==> config.mk <==
export PLATFORM = sky130hd
export DESIGN_NAME = json_string_escaper_top
export DESIGN_NICKNAME = d
export VERILOG_FILES = /design/src/design/jse_pkg.sv /design/src/design/json_string_escaper_top.sv /design/src/design/jse_front.sv /design/src/design/jse_fifo.sv /design/src/design/jse_back.sv
export SDC_FILE = /design/constraint.sdc
export NUM_CORES = 1
export LEC_CHECK = 0
export BUFFER_PORTS_ARGS = -buffer_cell sky130_fd_sc_hd__buf_2
export CAP_MARGIN = 25
export CORE_MARGIN = 2
export CORE_UTILIZATION = 25
export CTS_BUF_LIST = sky130_fd_sc_hd__clkbuf_16
export DETAILED_ROUTE_END_ITERATION = 12
export PLACE_DENSITY = 0.36
export SYNTH_ARGS = -nofsm -noshare
export SYNTH_HDL_FRONTEND = slang
export SYNTH_SLANG_ARGS = --single-unit
==> constraint.sdc <==
create_clock -name i_clk -period 8.54 [get_ports i_clk]
set_input_delay 1.708 -clock i_clk [delete_from_list [all_inputs] [get_ports i_clk]]
set_output_delay 1.708 -clock i_clk [all_outputs]
set_load 0.1 [all_outputs]
==> src/design/jse_pkg.sv <==
// ----------------------------------------------------------------------------
// jse_pkg
// Shared types, character codes and escape helpers for the JSON string
// escaper.
// ----------------------------------------------------------------------------
package jse_pkg;

    localparam int SIZE_W     = 13;
    localparam int FIFO_DEPTH = 4;
    localparam int FIFO_AW    = $clog2(FIFO_DEPTH);
    localparam int IDX_W      = 3;

    localparam logic [SIZE_W-1:0] SIZE_RESET = 13'd4096;
    // Largest count that can ever be stored (capacity of an 8191-byte area).
    localparam logic [SIZE_W-1:0] MAX_USED   = 13'd8190;

    localparam logic [7:0] CTRL_LIMIT = 8'h20;
    localparam logic [7:0] CH_NUL     = 8'h00;
    localparam logic [7:0] CH_TAB     = 8'h09;
    localparam logic [7:0] CH_LF      = 8'h0A;
    localparam logic [7:0] CH_CR      = 8'h0D;
    localparam logic [7:0] CH_QUOTE   = 8'h22;
    localparam logic [7:0] CH_BSLASH  = 8'h5C;
    localparam logic [7:0] CH_ZERO    = 8'h30;
    localparam logic [7:0] CH_N       = 8'h6E;
    localparam logic [7:0] CH_R       = 8'h72;
    localparam logic [7:0] CH_T       = 8'h74;
    localparam logic [7:0] CH_U       = 8'h75;
    localparam logic [7:0] HEX_ALPHA  = 8'h57;  // 'a' - 10

    localparam logic [IDX_W-1:0] LEN_PLAIN = 3'd1;
    localparam logic [IDX_W-1:0] LEN_SHORT = 3'd2;
    localparam logic [IDX_W-1:0] LEN_UNI   = 3'd6;

    typedef enum logic [1:0] {
        K_PLAIN,    // byte passes through
        K_SHORT,    // backslash + one char
        K_UNI,      // \u00hh
        K_TERM      // string terminator
    } t_kind;

    typedef struct packed {
        t_kind      kind;
        logic [7:0] data;
    } t_cmd;

    typedef struct packed {
        logic full;
        logic empty;
    } t_fifo_stat;

    function automatic logic [7:0] hex_digit(input logic [3:0] v);
        logic [7:0] w;
        w = {4'h0, v};
        return (v < 4'd10) ? (CH_ZERO + w) : (HEX_ALPHA + w);
    endfunction

    // Classification of a nonzero source byte.
    function automatic t_cmd classify(input logic [7:0] b);
        t_cmd c;
        c.kind = K_PLAIN;
        c.data = b;
        unique case (b)
            CH_QUOTE:  begin c.kind = K_SHORT; c.data = CH_QUOTE;  end
            CH_BSLASH: begin c.kind = K_SHORT; c.data = CH_BSLASH; end
            CH_LF:     begin c.kind = K_SHORT; c.data = CH_N;      end
            CH_CR:     begin c.kind = K_SHORT; c.data = CH_R;      end
            CH_TAB:    begin c.kind = K_SHORT; c.data = CH_T;      end
            default: begin
                if (b < CTRL_LIMIT) begin
                    c.kind = K_UNI;
                end
            end
        endcase
        return c;
    endfunction

    function automatic logic [IDX_W-1:0] esc_len(input t_kind k);
        logic [IDX_W-1:0] n;
        unique case (k)
            K_SHORT: n = LEN_SHORT;
            K_UNI:   n = LEN_UNI;
            default: n = LEN_PLAIN;
        endcase
        return n;
    endfunction

    function automatic logic [7:0] esc_char(input t_cmd c, input logic [IDX_W-1:0] idx);
        logic [7:0] ch;
        unique case (c.kind)
            K_PLAIN: ch = c.data;
            K_SHORT: ch = (idx == '0) ? CH_BSLASH : c.data;
            K_UNI: begin
                case (idx)
                    3'd0:         ch = CH_BSLASH;
                    3'd1:         ch = CH_U;
                    3'd2, 3'd3:   ch = CH_ZERO;
                    3'd4:         ch = hex_digit(c.data[7:4]);
                    default:      ch = hex_digit(c.data[3:0]);
                endcase
            end
            default: ch = CH_NUL;
        endcase
        return ch;
    endfunction

endpackage

==> src/design/json_string_escaper_top.sv <==
// ----------------------------------------------------------------------------
// json_string_escaper_top
// JSON string escaper: source bytes in, escaped bytes plus terminator out.
//
//   channel   valid        stall        payload
//   -------   ----------   ----------   -------------------------
//   input     i_valid      o_stall      i_in_byte
//   output    o_valid      i_stall      o_out_byte, o_run_last
//   config    i_cfg_we     -            i_cfg_wdata (buffer_size)
//
// One input item is taken per cycle while the 4-entry command queue has room.
// The emitter sends one byte per cycle while i_stall is low: one byte for a
// plain byte or the terminator, two for a short escape, six for \u00hh; that
// emitter sets the sustained rate; bytes go via the queue and output register.
// Reset is synchronous and active low; it restores buffer_size to 4096.
// Output stall backs up through the queue to o_stall.
// ----------------------------------------------------------------------------
module json_string_escaper_top (
    input  logic                       i_clk,
    input  logic                       i_rst_n,
    input  logic                       i_cfg_we,
    input  logic [jse_pkg::SIZE_W-1:0] i_cfg_wdata,
    input  logic                       i_valid,
    input  logic [7:0]                 i_in_byte,
    output logic                       o_stall,
    output logic                       o_valid,
    output logic [7:0]                 o_out_byte,
    output logic                       o_run_last,
    input  logic                       i_stall
);
    import jse_pkg::*;

    t_fifo_stat w_q_stat;
    logic       w_push;
    t_cmd       w_push_cmd;
    logic       w_pop;
    t_cmd       w_head;

    jse_front u_front (
        .i_clk      (i_clk),
        .i_rst_n    (i_rst_n),
        .i_cfg_we   (i_cfg_we),
        .i_cfg_wdata(i_cfg_wdata),
        .i_valid    (i_valid),
        .i_in_byte  (i_in_byte),
        .o_stall    (o_stall),
        .i_q_stat   (w_q_stat),
        .o_push     (w_push),
        .o_push_cmd (w_push_cmd)
    );

    jse_fifo u_fifo (
        .i_clk     (i_clk),
        .i_rst_n   (i_rst_n),
        .i_push    (w_push),
        .i_push_cmd(w_push_cmd),
        .i_pop     (w_pop),
        .o_head    (w_head),
        .o_stat    (w_q_stat)
    );

    jse_back u_back (
        .i_clk     (i_clk),
        .i_rst_n   (i_rst_n),
        .i_head    (w_head),
        .i_q_stat  (w_q_stat),
        .o_pop     (w_pop),
        .o_valid   (o_valid),
        .o_out_byte(o_out_byte),
        .o_run_last(o_run_last),
        .i_stall   (i_stall)
    );

endmodule

==> src/design/jse_front.sv <==
// ----------------------------------------------------------------------------
// jse_front
// Accepts source bytes, tracks the output fill level and truncation, and
// queues one command per byte that produces output.
// ----------------------------------------------------------------------------
module jse_front (
    input  logic                       i_clk,
    input  logic                       i_rst_n,
    input  logic                       i_cfg_we,
    input  logic [jse_pkg::SIZE_W-1:0] i_cfg_wdata,
    input  logic                       i_valid,
    input  logic [7:0]                 i_in_byte,
    output logic                       o_stall,
    input  jse_pkg::t_fifo_stat        i_q_stat,
    output logic                       o_push,
    output jse_pkg::t_cmd              o_push_cmd
);
    import jse_pkg::*;

    logic [SIZE_W-1:0] r_buffer_size;
    logic [SIZE_W-1:0] r_bytes_used;
    logic              r_truncated;
    logic [SIZE_W-1:0] n_bytes_used;
    logic              n_truncated;

    logic              w_accept;
    t_cmd              w_cls;
    logic [IDX_W-1:0]  w_len;
    logic [SIZE_W-1:0] w_cap;
    logic [SIZE_W:0]   w_sum;
    logic              w_fits;

    assign o_stall  = i_q_stat.full;
    assign w_accept = i_valid && !i_q_stat.full;

    assign w_cls  = classify(i_in_byte);
    assign w_len  = esc_len(w_cls.kind);
    assign w_cap  = (r_buffer_size == '0) ? '0 : r_buffer_size - 1'b1;
    assign w_sum  = {1'b0, r_bytes_used} + {{(SIZE_W+1-IDX_W){1'b0}}, w_len};
    assign w_fits = w_sum <= {1'b0, w_cap};

    always_comb begin
        n_bytes_used    = r_bytes_used;
        n_truncated     = r_truncated;
        o_push          = 1'b0;
        o_push_cmd      = w_cls;
        if (w_accept) begin
            if (i_in_byte == CH_NUL) begin
                o_push          = 1'b1;
                o_push_cmd.kind = K_TERM;
                n_bytes_used    = '0;
                n_truncated     = 1'b0;
            end else if (!r_truncated) begin
                if (w_fits) begin
                    o_push       = 1'b1;
                    n_bytes_used = w_sum[SIZE_W-1:0];
                end else begin
                    n_truncated = 1'b1;
                end
            end
        end
    end

    always_ff @(posedge i_clk) begin
        if (!i_rst_n) begin
            r_buffer_size <= SIZE_RESET;
            r_bytes_used  <= '0;
            r_truncated   <= 1'b0;
        end else begin
            if (i_cfg_we) begin
                r_buffer_size <= i_cfg_wdata;
            end
            r_bytes_used <= n_bytes_used;
            r_truncated  <= n_truncated;
        end
    end

    a_used_bound: assert property (@(posedge i_clk) disable iff (!i_rst_n)
        r_bytes_used <= MAX_USED)
        else $error("fill count beyond any capacity");

    a_trunc_no_push: assert property (@(posedge i_clk) disable iff (!i_rst_n)
        (o_push && r_truncated) |-> (o_push_cmd.kind == K_TERM))
        else $error("output queued while truncated");

endmodule

==> src/design/jse_fifo.sv <==
// ----------------------------------------------------------------------------
// jse_fifo
// Small command queue between the classifier and the emitter.
// ----------------------------------------------------------------------------
module jse_fifo (
    input  logic                i_clk,
    input  logic                i_rst_n,
    input  logic                i_push,
    input  jse_pkg::t_cmd       i_push_cmd,
    input  logic                i_pop,
    output jse_pkg::t_cmd       o_head,
    output jse_pkg::t_fifo_stat o_stat
);
    import jse_pkg::*;

    t_cmd               r_mem [FIFO_DEPTH];
    logic [FIFO_AW-1:0] r_wr_ptr;
    logic [FIFO_AW-1:0] r_rd_ptr;
    logic [FIFO_AW:0]   r_count;

    localparam logic [FIFO_AW:0] DEPTH_CNT = FIFO_AW'(FIFO_DEPTH) == '0 ?
        {1'b1, {FIFO_AW{1'b0}}} : (FIFO_AW+1)'(FIFO_DEPTH);

    assign o_stat.full  = (r_count == DEPTH_CNT);
    assign o_stat.empty = (r_count == '0);
    assign o_head       = r_mem[r_rd_ptr];

    always_ff @(posedge i_clk) begin
        if (i_push) begin
            r_mem[r_wr_ptr] <= i_push_cmd;
        end
    end

    always_ff @(posedge i_clk) begin
        if (!i_rst_n) begin
            r_wr_ptr <= '0;
            r_rd_ptr <= '0;
            r_count  <= '0;
        end else begin
            if (i_push) begin
                r_wr_ptr <= r_wr_ptr + 1'b1;
            end
            if (i_pop) begin
                r_rd_ptr <= r_rd_ptr + 1'b1;
            end
            case ({i_push, i_pop})
                2'b10:   r_count <= r_count + 1'b1;
                2'b01:   r_count <= r_count - 1'b1;
                default: r_count <= r_count;
            endcase
        end
    end

    a_no_overflow: assert property (@(posedge i_clk) disable iff (!i_rst_n)
        i_push |-> !o_stat.full)
        else $error("push into full queue");

    a_no_underflow: assert property (@(posedge i_clk) disable iff (!i_rst_n)
        i_pop |-> !o_stat.empty)
        else $error("pop from empty queue");

endmodule

==> src/design/jse_back.sv <==
// ----------------------------------------------------------------------------
// jse_back
// Pops commands and emits their escaped bytes, one per cycle while i_stall is low, through an
// output register.
// ----------------------------------------------------------------------------
module jse_back (
    input  logic                i_clk,
    input  logic                i_rst_n,
    input  jse_pkg::t_cmd       i_head,
    input  jse_pkg::t_fifo_stat i_q_stat,
    output logic                o_pop,
    output logic                o_valid,
    output logic [7:0]          o_out_byte,
    output logic                o_run_last,
    input  logic                i_stall
);
    import jse_pkg::*;

    logic             r_busy;
    t_cmd             r_cmd;
    logic [IDX_W-1:0] r_idx;
    logic             r_valid;
    logic [7:0]       r_out_byte;
    logic             r_run_last;

    logic             w_adv;
    logic             w_emit;
    t_cmd             w_cur;
    logic [IDX_W-1:0] w_idx;
    logic             w_last;

    assign w_adv  = !r_valid || !i_stall;
    assign o_pop  = w_adv && !r_busy && !i_q_stat.empty;
    assign w_emit = w_adv && (r_busy || !i_q_stat.empty);
    assign w_cur  = r_busy ? r_cmd : i_head;
    assign w_idx  = r_busy ? r_idx : '0;
    assign w_last = (w_idx == esc_len(w_cur.kind) - 1'b1);

    always_ff @(posedge i_clk) begin
        if (!i_rst_n) begin
            r_busy  <= 1'b0;
            r_idx   <= '0;
            r_valid <= 1'b0;
        end else if (w_emit) begin
            r_valid    <= 1'b1;
            r_out_byte <= esc_char(w_cur, w_idx);
            r_run_last <= w_last;
            r_busy     <= !w_last;
            r_cmd      <= w_cur;
            r_idx      <= w_idx + 1'b1;
        end else if (w_adv) begin
            r_valid <= 1'b0;
        end
    end

    assign o_valid    = r_valid;
    assign o_out_byte = r_out_byte;
    assign o_run_last = r_run_last;

    a_idx_range: assert property (@(posedge i_clk) disable iff (!i_rst_n)
        r_busy |-> (r_idx != '0 && r_idx < esc_len(r_cmd.kind)))
        else $error("escape index out of range");

    a_term_last: assert property (@(posedge i_clk) disable iff (!i_rst_n)
        (r_valid && r_out_byte == CH_NUL) |-> r_run_last)
        else $error("terminator not marked last");

endmodule
Word level (Yosys, flattened, before mapping)
Memories as Yosys holds them, arrays and structs flattened. A register that Yosys moved wholly into a read port is not among the register bits.
Cells that the tools add are included.

word-level totals
  register bits after elaboration = 58
  bits in writable memories = 40
  input bits = 26
  logic and storage cells = 104
  memories kept = 1

memories
  memory        depth  bits a word  read ports  clocked after memory_dff  wr ports  line            source
  u_fifo.r_mem  4      10           1           1                         1         jse_fifo.sv:16  t_cmd r_mem [FIFO_DEPTH];

operators by class
  $add $sub $neg = 12
  $lt $le $gt $ge = 4
  equal/unequal tests = 18
  mux-type cells = 32
  reductions and logical operators = 24

operators by type and width
  cell                                                 count
  2-to-1 mux 13 bit                                    4
  one-hot mux 8 bit (5 select lines)                   1
  one-hot mux 8 bit (4 select lines)                   1
  equality test 8 x 4 -> 1 bit, second input constant  3
  2-to-1 mux 8 bit                                     3
  one-hot mux 8 bit (3 select lines)                   1
  one-hot mux 3 bit (2 select lines)                   3
  adder 7 x 4 -> 8 bit, first input constant           2
  adder 13 x 3 -> 14 bit                               1
  adder 6 x 4 -> 7 bit, first input constant           2
  <= comparator 14 x 13 -> 1 bit                       1
  logical NOT 13 bit                                   1
  subtractor 13 x 1 -> 13 bit, second input constant   1
  2-to-1 mux 2 bit                                     6
  2-to-1 mux 1 bit                                     11
  2-to-1 mux 10 bit                                    1
  equality test 8 x 6 -> 1 bit, second input constant  1
  equality test 8 x 7 -> 1 bit, second input constant  1
  logical NOT 8 bit                                    1
  < comparator 4 bit, second input constant            2
  < comparator 8 x 6 -> 1 bit, second input constant   1
  adder 3 x 1 -> 3 bit, second input constant          2
  equality test 2 x 1 -> 1 bit, second input constant  3
  equality test 2 bit, second input constant           3
  18 further kinds                                     34

Logic depth before layout (Yosys ltp)
  word-level depth = 13
  gate-level depth with buffers = 27

Modules after synthesis
Synthesis repeated with hierarchy kept, for this count alone.

second synthesis, totals
  cell total of the unflattened synthesis = 496
  area, all modules = 5551.6 µm²

by module, submodules not included
  module     instances  cells an instance  area an instance (µm²)  seq. area each (µm²)
  jse_front  1          248                2088.3                  540.5
  jse_fifo   1          98                 1893.1                  1381.3
  jse_back   1          150                1570.3                  670.6

Worst setup path before layout
Ideal clock, no wire load.

  path type = input to register
  start point = input port i_in_byte[2]
  end point = register u_fifo.r_count[2]
  library setup time = 0.071 ns
  arrival time = 6.394 ns
  data required time = 8.469 ns
  path slack = 2.075 ns
  stages = 26
  buffers on the path = 0
  cell sequence = nor4b_1 -> a31oi_1 -> or4_1 -> nand2_1 -> nor2_1 -> nand2_1 -> inv_1 -> ha_1 -> fa_1 -> a21oi_1 -> nor2_1 -> nand3_1 -> or2_2 -> nand2_1 -> ha_1 -> nand4_1 -> a211oi_1 -> a2111oi_2 -> o21a_2 -> nor2_2 -> ha_1 -> inv_1 -> fa_1 -> xor2_1 -> or3_1 -> a21oi_1

on the way
  word-level cells in the longest chain between the ends = 13
  elaborated cells on any way between the ends = 23
  those cells by class = 1 x add/sub; 2 x order compare; 9 x eq/ne; 8 x mux; 3 x reduce/logical

ends and longest elaborated chain
  what                                                                      line                           source
  start, declared                                                           json_string_escaper_top.sv:24  input logic [7:0] i_in_byte,
  < comparator 8 x 6 -> 1 bit, or another cell as far along                 jse_pkg.sv:70                  if (b < CTRL_LIMIT) begin
  2-to-1 mux 2 bit or OR reduction 5 bit (tied branches)                    -
  2-to-1 mux 2 bit                                                          jse_pkg.sv:63                  unique case (b)
  equality test 2 bit or equality test 2 x 1 -> 1 bit (tied branches)       jse_pkg.sv:80                  unique case (k)
  one-hot mux 3 bit (2 select lines)                                        jse_pkg.sv:80
  adder 13 x 3 -> 14 bit                                                    jse_front.sv:39                assign w_sum = {1'b0, r_bytes_used} + {{(SIZE_W+1-IDX_W){1'b0}}, w_len};
  <= comparator 14 x 13 -> 1 bit                                            jse_front.sv:40                assign w_fits = w_sum <= {1'b0, w_cap};
  2-to-1 mux 1 bit                                                          jse_front.sv:54                if (w_fits) begin
  2-to-1 mux 1 bit                                                          jse_front.sv:53                end else if (!r_truncated) begin
  2-to-1 mux 1 bit (*)                                                      jse_front.sv:48                if (i_in_byte == CH_NUL) begin
  2-to-1 mux 1 bit (*)                                                      jse_front.sv:47                if (w_accept) begin
  equality test 2 x 1 -> 1 bit or equality test 2 bit (tied branches)       jse_fifo.sv:46                 case ({i_push, i_pop})
  one-hot mux 3 bit (2 select lines) or nonzero test 2 bit (tied branches)  -
  end signal, assigned                                                      jse_fifo.sv:47                 2'b10: r_count <= r_count + 1'b1;
  end signal, assigned                                                      jse_fifo.sv:48                 2'b01: r_count <= r_count - 1'b1;
  end signal, assigned                                                      jse_fifo.sv:49                 default: r_count <= r_count;
  end, declared                                                             jse_fifo.sv:19                 logic [FIFO_AW:0] r_count;

Every way passes the cells marked *; elsewhere a longest branch is shown, timed or not.
A chain may end at the register's enable or synchronous reset.

Worst setup path after layout
Same ends and word-level chain as after synthesis.

==> results_dict.tcl <==
set metrics [dict create \
    reg2reg_from "u_front.r_buffer_size[0]$_SDFFE_PN0P_" \
    period_needed_ns 6.77 \
    grt_pass1_vias 4220 \
    reg2reg_slack_ns 3.88 \
    path_clk_slew_ns 0.07 \
    fp.dieArea_um2 23800 \
    antenna_found_initial 0 \
    final_cell_mix "nand2_1, edfxtp_1, dfxtp_1" \
    ys_seq_area_frac 0.460 \
    ant_nets 0 \
    diodes 0 \
    setup_slack_ns 1.77 \
    final_layout_size_suffix_gt1_frac 0.153 \
    nets 643 \
    start_util 0.257 \
    p_leak_uw 0.00256 \
    worstSkewPairLatency_ns 0.36 \
    cts_tree "yes" \
    hp-class "reg -> reg" \
    synth_edf_count 59 \
    irDropWorstVdd_uv 93.2 \
    syn_area_per_cell_um2 10.4 \
    setup_viol 0 \
    status "completed" \
    dr.pass1.iters 4 \
    num_rows 54 \
    wl_per_cell_um 16.0 \
    cp-start-kind "primary input" \
    cts.sinks 100 \
    cts_resized 0 \
    final_util 0.292 \
    setup_tns_ns 0 \
    max_clock_freq_mhz 148 \
    min_period_over_period 0.793 \
    syn_to_final_growth_pct 13.8 \
    required_ns 8.82 \
    p_total_uw 1860 \
    postCtsHoldBufs 0 \
    crit_fanout 6 \
    fin_skew_ns 0.0117 \
    ys_seq_elements 100 \
    die_h_um 154 \
    coreArea_um2 22000 \
    p_per_area_nw_per_um2 289 \
    yosysTopAreaCellShare 0.314 \
    synth_nets 606 \
    wirelength_um 13800 \
    grt_pass1_wl_um 22800 \
    via_per_inst 4.69 \
    cts_buffer_depth 2 \
    synthFlopType "edfxtp_1" \
    synth_warnings 0 \
    worstMarginPinSlew_ns 0.928 \
    crit_start "i_in_byte[2]" \
    drt_iter0_drc 126 \
    root_buffer "clkbuf_16" \
    pre_cts_ws_ns 1.38 \
    synth_area_leaders "edfxtp_1, dfxtp_1, ha_1" \
    ctsHtreeMaxLevel 3 \
    hold_viol_final 0 \
    die_w_um 154 \
    hp-start "u_front.r_bytes_used[2]$_SDFFE_PN0P_" \
    num_vias 4065 \
    path_class "in -> reg" \
    worstPathArrival_ns 7.05 \
    grt_setup_unrepaired "false" \
    critPathCaptureType "flop" \
    drc 0 \
    ioPinCount 37 \
    netlist_area_um2 5640 \
    cap_violations 0 \
    grt_usage 0.123 \
    grt_overflow 0 \
    cts_buffers 9 \
    grt_max_degree 24 \
    async_flop_share 0 \
    final_max_slew_viol_count 0 \
    synthDistinctLibCells 71 \
    synth_area_leader_cell "edfxtp_1" \
    cts_setup_buffers 0 \
    final_common_cell "nand2_1" \
    place_hpwl_um 10500 \
    relSlewSlack 0.381 \
    portBuffers 36 \
    netlist_instances 545 \
    place_congestion 0.809 \
]
[routing by layer]
| layer | part of all wire | global-route usage | vias up | routed length (um) |
|---|---|---|---|---|
| li1 | - | - | 2047 | - |
| met1 | 0.43 | 0.141 | 1941 | 5920 |
| met2 | 0.53 | 0.232 | 61 | 7330 |
| met3 | 0.029 | 0.0238 | 16 | 408 |
| met4 | 0.014 | 0.0329 | 0 | 188 |
| met5 | 0 | 0 | - | 0 |
[Yosys cell counts, types with 3 or more instances]
cell type and number:
xor2_1 11, o211ai_1 3, mux4_2 7, o21ai_0 14, nand3b_1 3, clkbuf_1 5
dfxtp_1 41, inv_1 26, ha_1 33, and3_1 3, buf_1 4, xnor2_1 10
nor2_1 39, mux2i_1 25, nor2b_1 12, and2_1 8, nor3_1 8, nand2_1 71
nor4_1 4, or3_1 7, a21oi_1 20, nand3_1 21, nand4_1 4, nand2b_1 17
nor3b_1 3, o2bb2ai_1 5, a211oi_1 6, a31oi_1 3, buf_6 4, a21oi_2 6
a21o_1 9, edfxtp_1 59
[cell families (layout without fill, tap and decap cells)]
family	after synthesis	after routing	synth area share
xor+xnor	21	21	0.0326
simple gates	215	215	0.188
fa+ha+maj	35	35	0.0803
buf+inv	44	86	0.0355
compound gates	96	96	0.128
flops	100	100	0.460
mux	34	34	0.0763
[report_power, final]
group          internal, uW  switching (uW)
logic                   234             523
registers               626            56.6
clock network           208             209
[final timing paths]
check / to / depth (start not counted)
min reg2reg: u_front.r_bytes_used[2]$_SDFFE_PN0P_ / 1
max reg2reg: u_fifo.r_count[2]$_SDFFE_PN0P_ / 19
min: u_front.r_bytes_used[2]$_SDFFE_PN0P_ / 1
max: u_fifo.r_count[2]$_SDFFE_PN0P_ / 27
[critical path, cell delays in order]
cell and delay, ns:
buf_2 0.14, nor4b_1 0.28, a31oi_1 0.07, or4_1 0.50
nand2_1 0.08, nor2_1 0.08, nand2_1 0.16, inv_1 0.06
ha_1 0.20, fa_1 0.40, a21oi_1 0.24, nor2_1 0.09
nand3_1 0.17, or2_2 0.16, nand2_1 0.07, ha_1 0.31
nand4_1 0.15, a211oi_1 0.25, a2111oi_2 0.11, o21a_2 0.27
nor2_2 0.23, ha_1 0.23, inv_1 0.07, fa_1 0.43
xor2_1 0.16, or3_1 0.30, a21oi_1 0.13
[registers in the layout, summed over array words and instances (netlist names), named ones only]
| signal | count |
|---|---|
| u_fifo.r_mem | 40 |
| u_front.r_buffer_size | 13 |
| u_front.r_bytes_used | 13 |
| u_back.r_cmd | 10 |
| u_back.o_out_byte | 8 |
| u_back.r_idx | 3 |
| u_fifo.r_count | 3 |
| u_fifo.r_rd_ptr | 2 |
| u_fifo.r_wr_ptr | 2 |
| u_back.o_run_last | 1 |
| u_back.o_valid | 1 |
| u_back.r_busy | 1 |
| u_front.r_truncated | 1 |
[area by class of cell]
cell class / instances / area (um^2)
Inverter: 29 / 109
Timing Repair Buffer: 41 / 218
Tap cell: 280 / 350
Clock buffer: 9 / 225
Clock inverter: 7 / 76.3
Fill cell: 2265 / 15500
Multi-Input combinational cell: 401 / 2850
Sequential cell: 100 / 2590
[per-stage QoR]
| step | hold slack, ns | instances | instance area [um^2] |
|---|---|---|---|
| after floorplan | 0.433 | 545 | 5640 |
| after global placement | 0.453 | 851 | 6120 |
| after detailed placement | 0.456 | 851 | 6120 |
| after CTS | 0.481 | 867 | 6420 |
| after global routing | 0.483 | 867 | 6420 |
| final | 0.478 | 867 | 6420 |
Power figures use the tool's default switching activity.
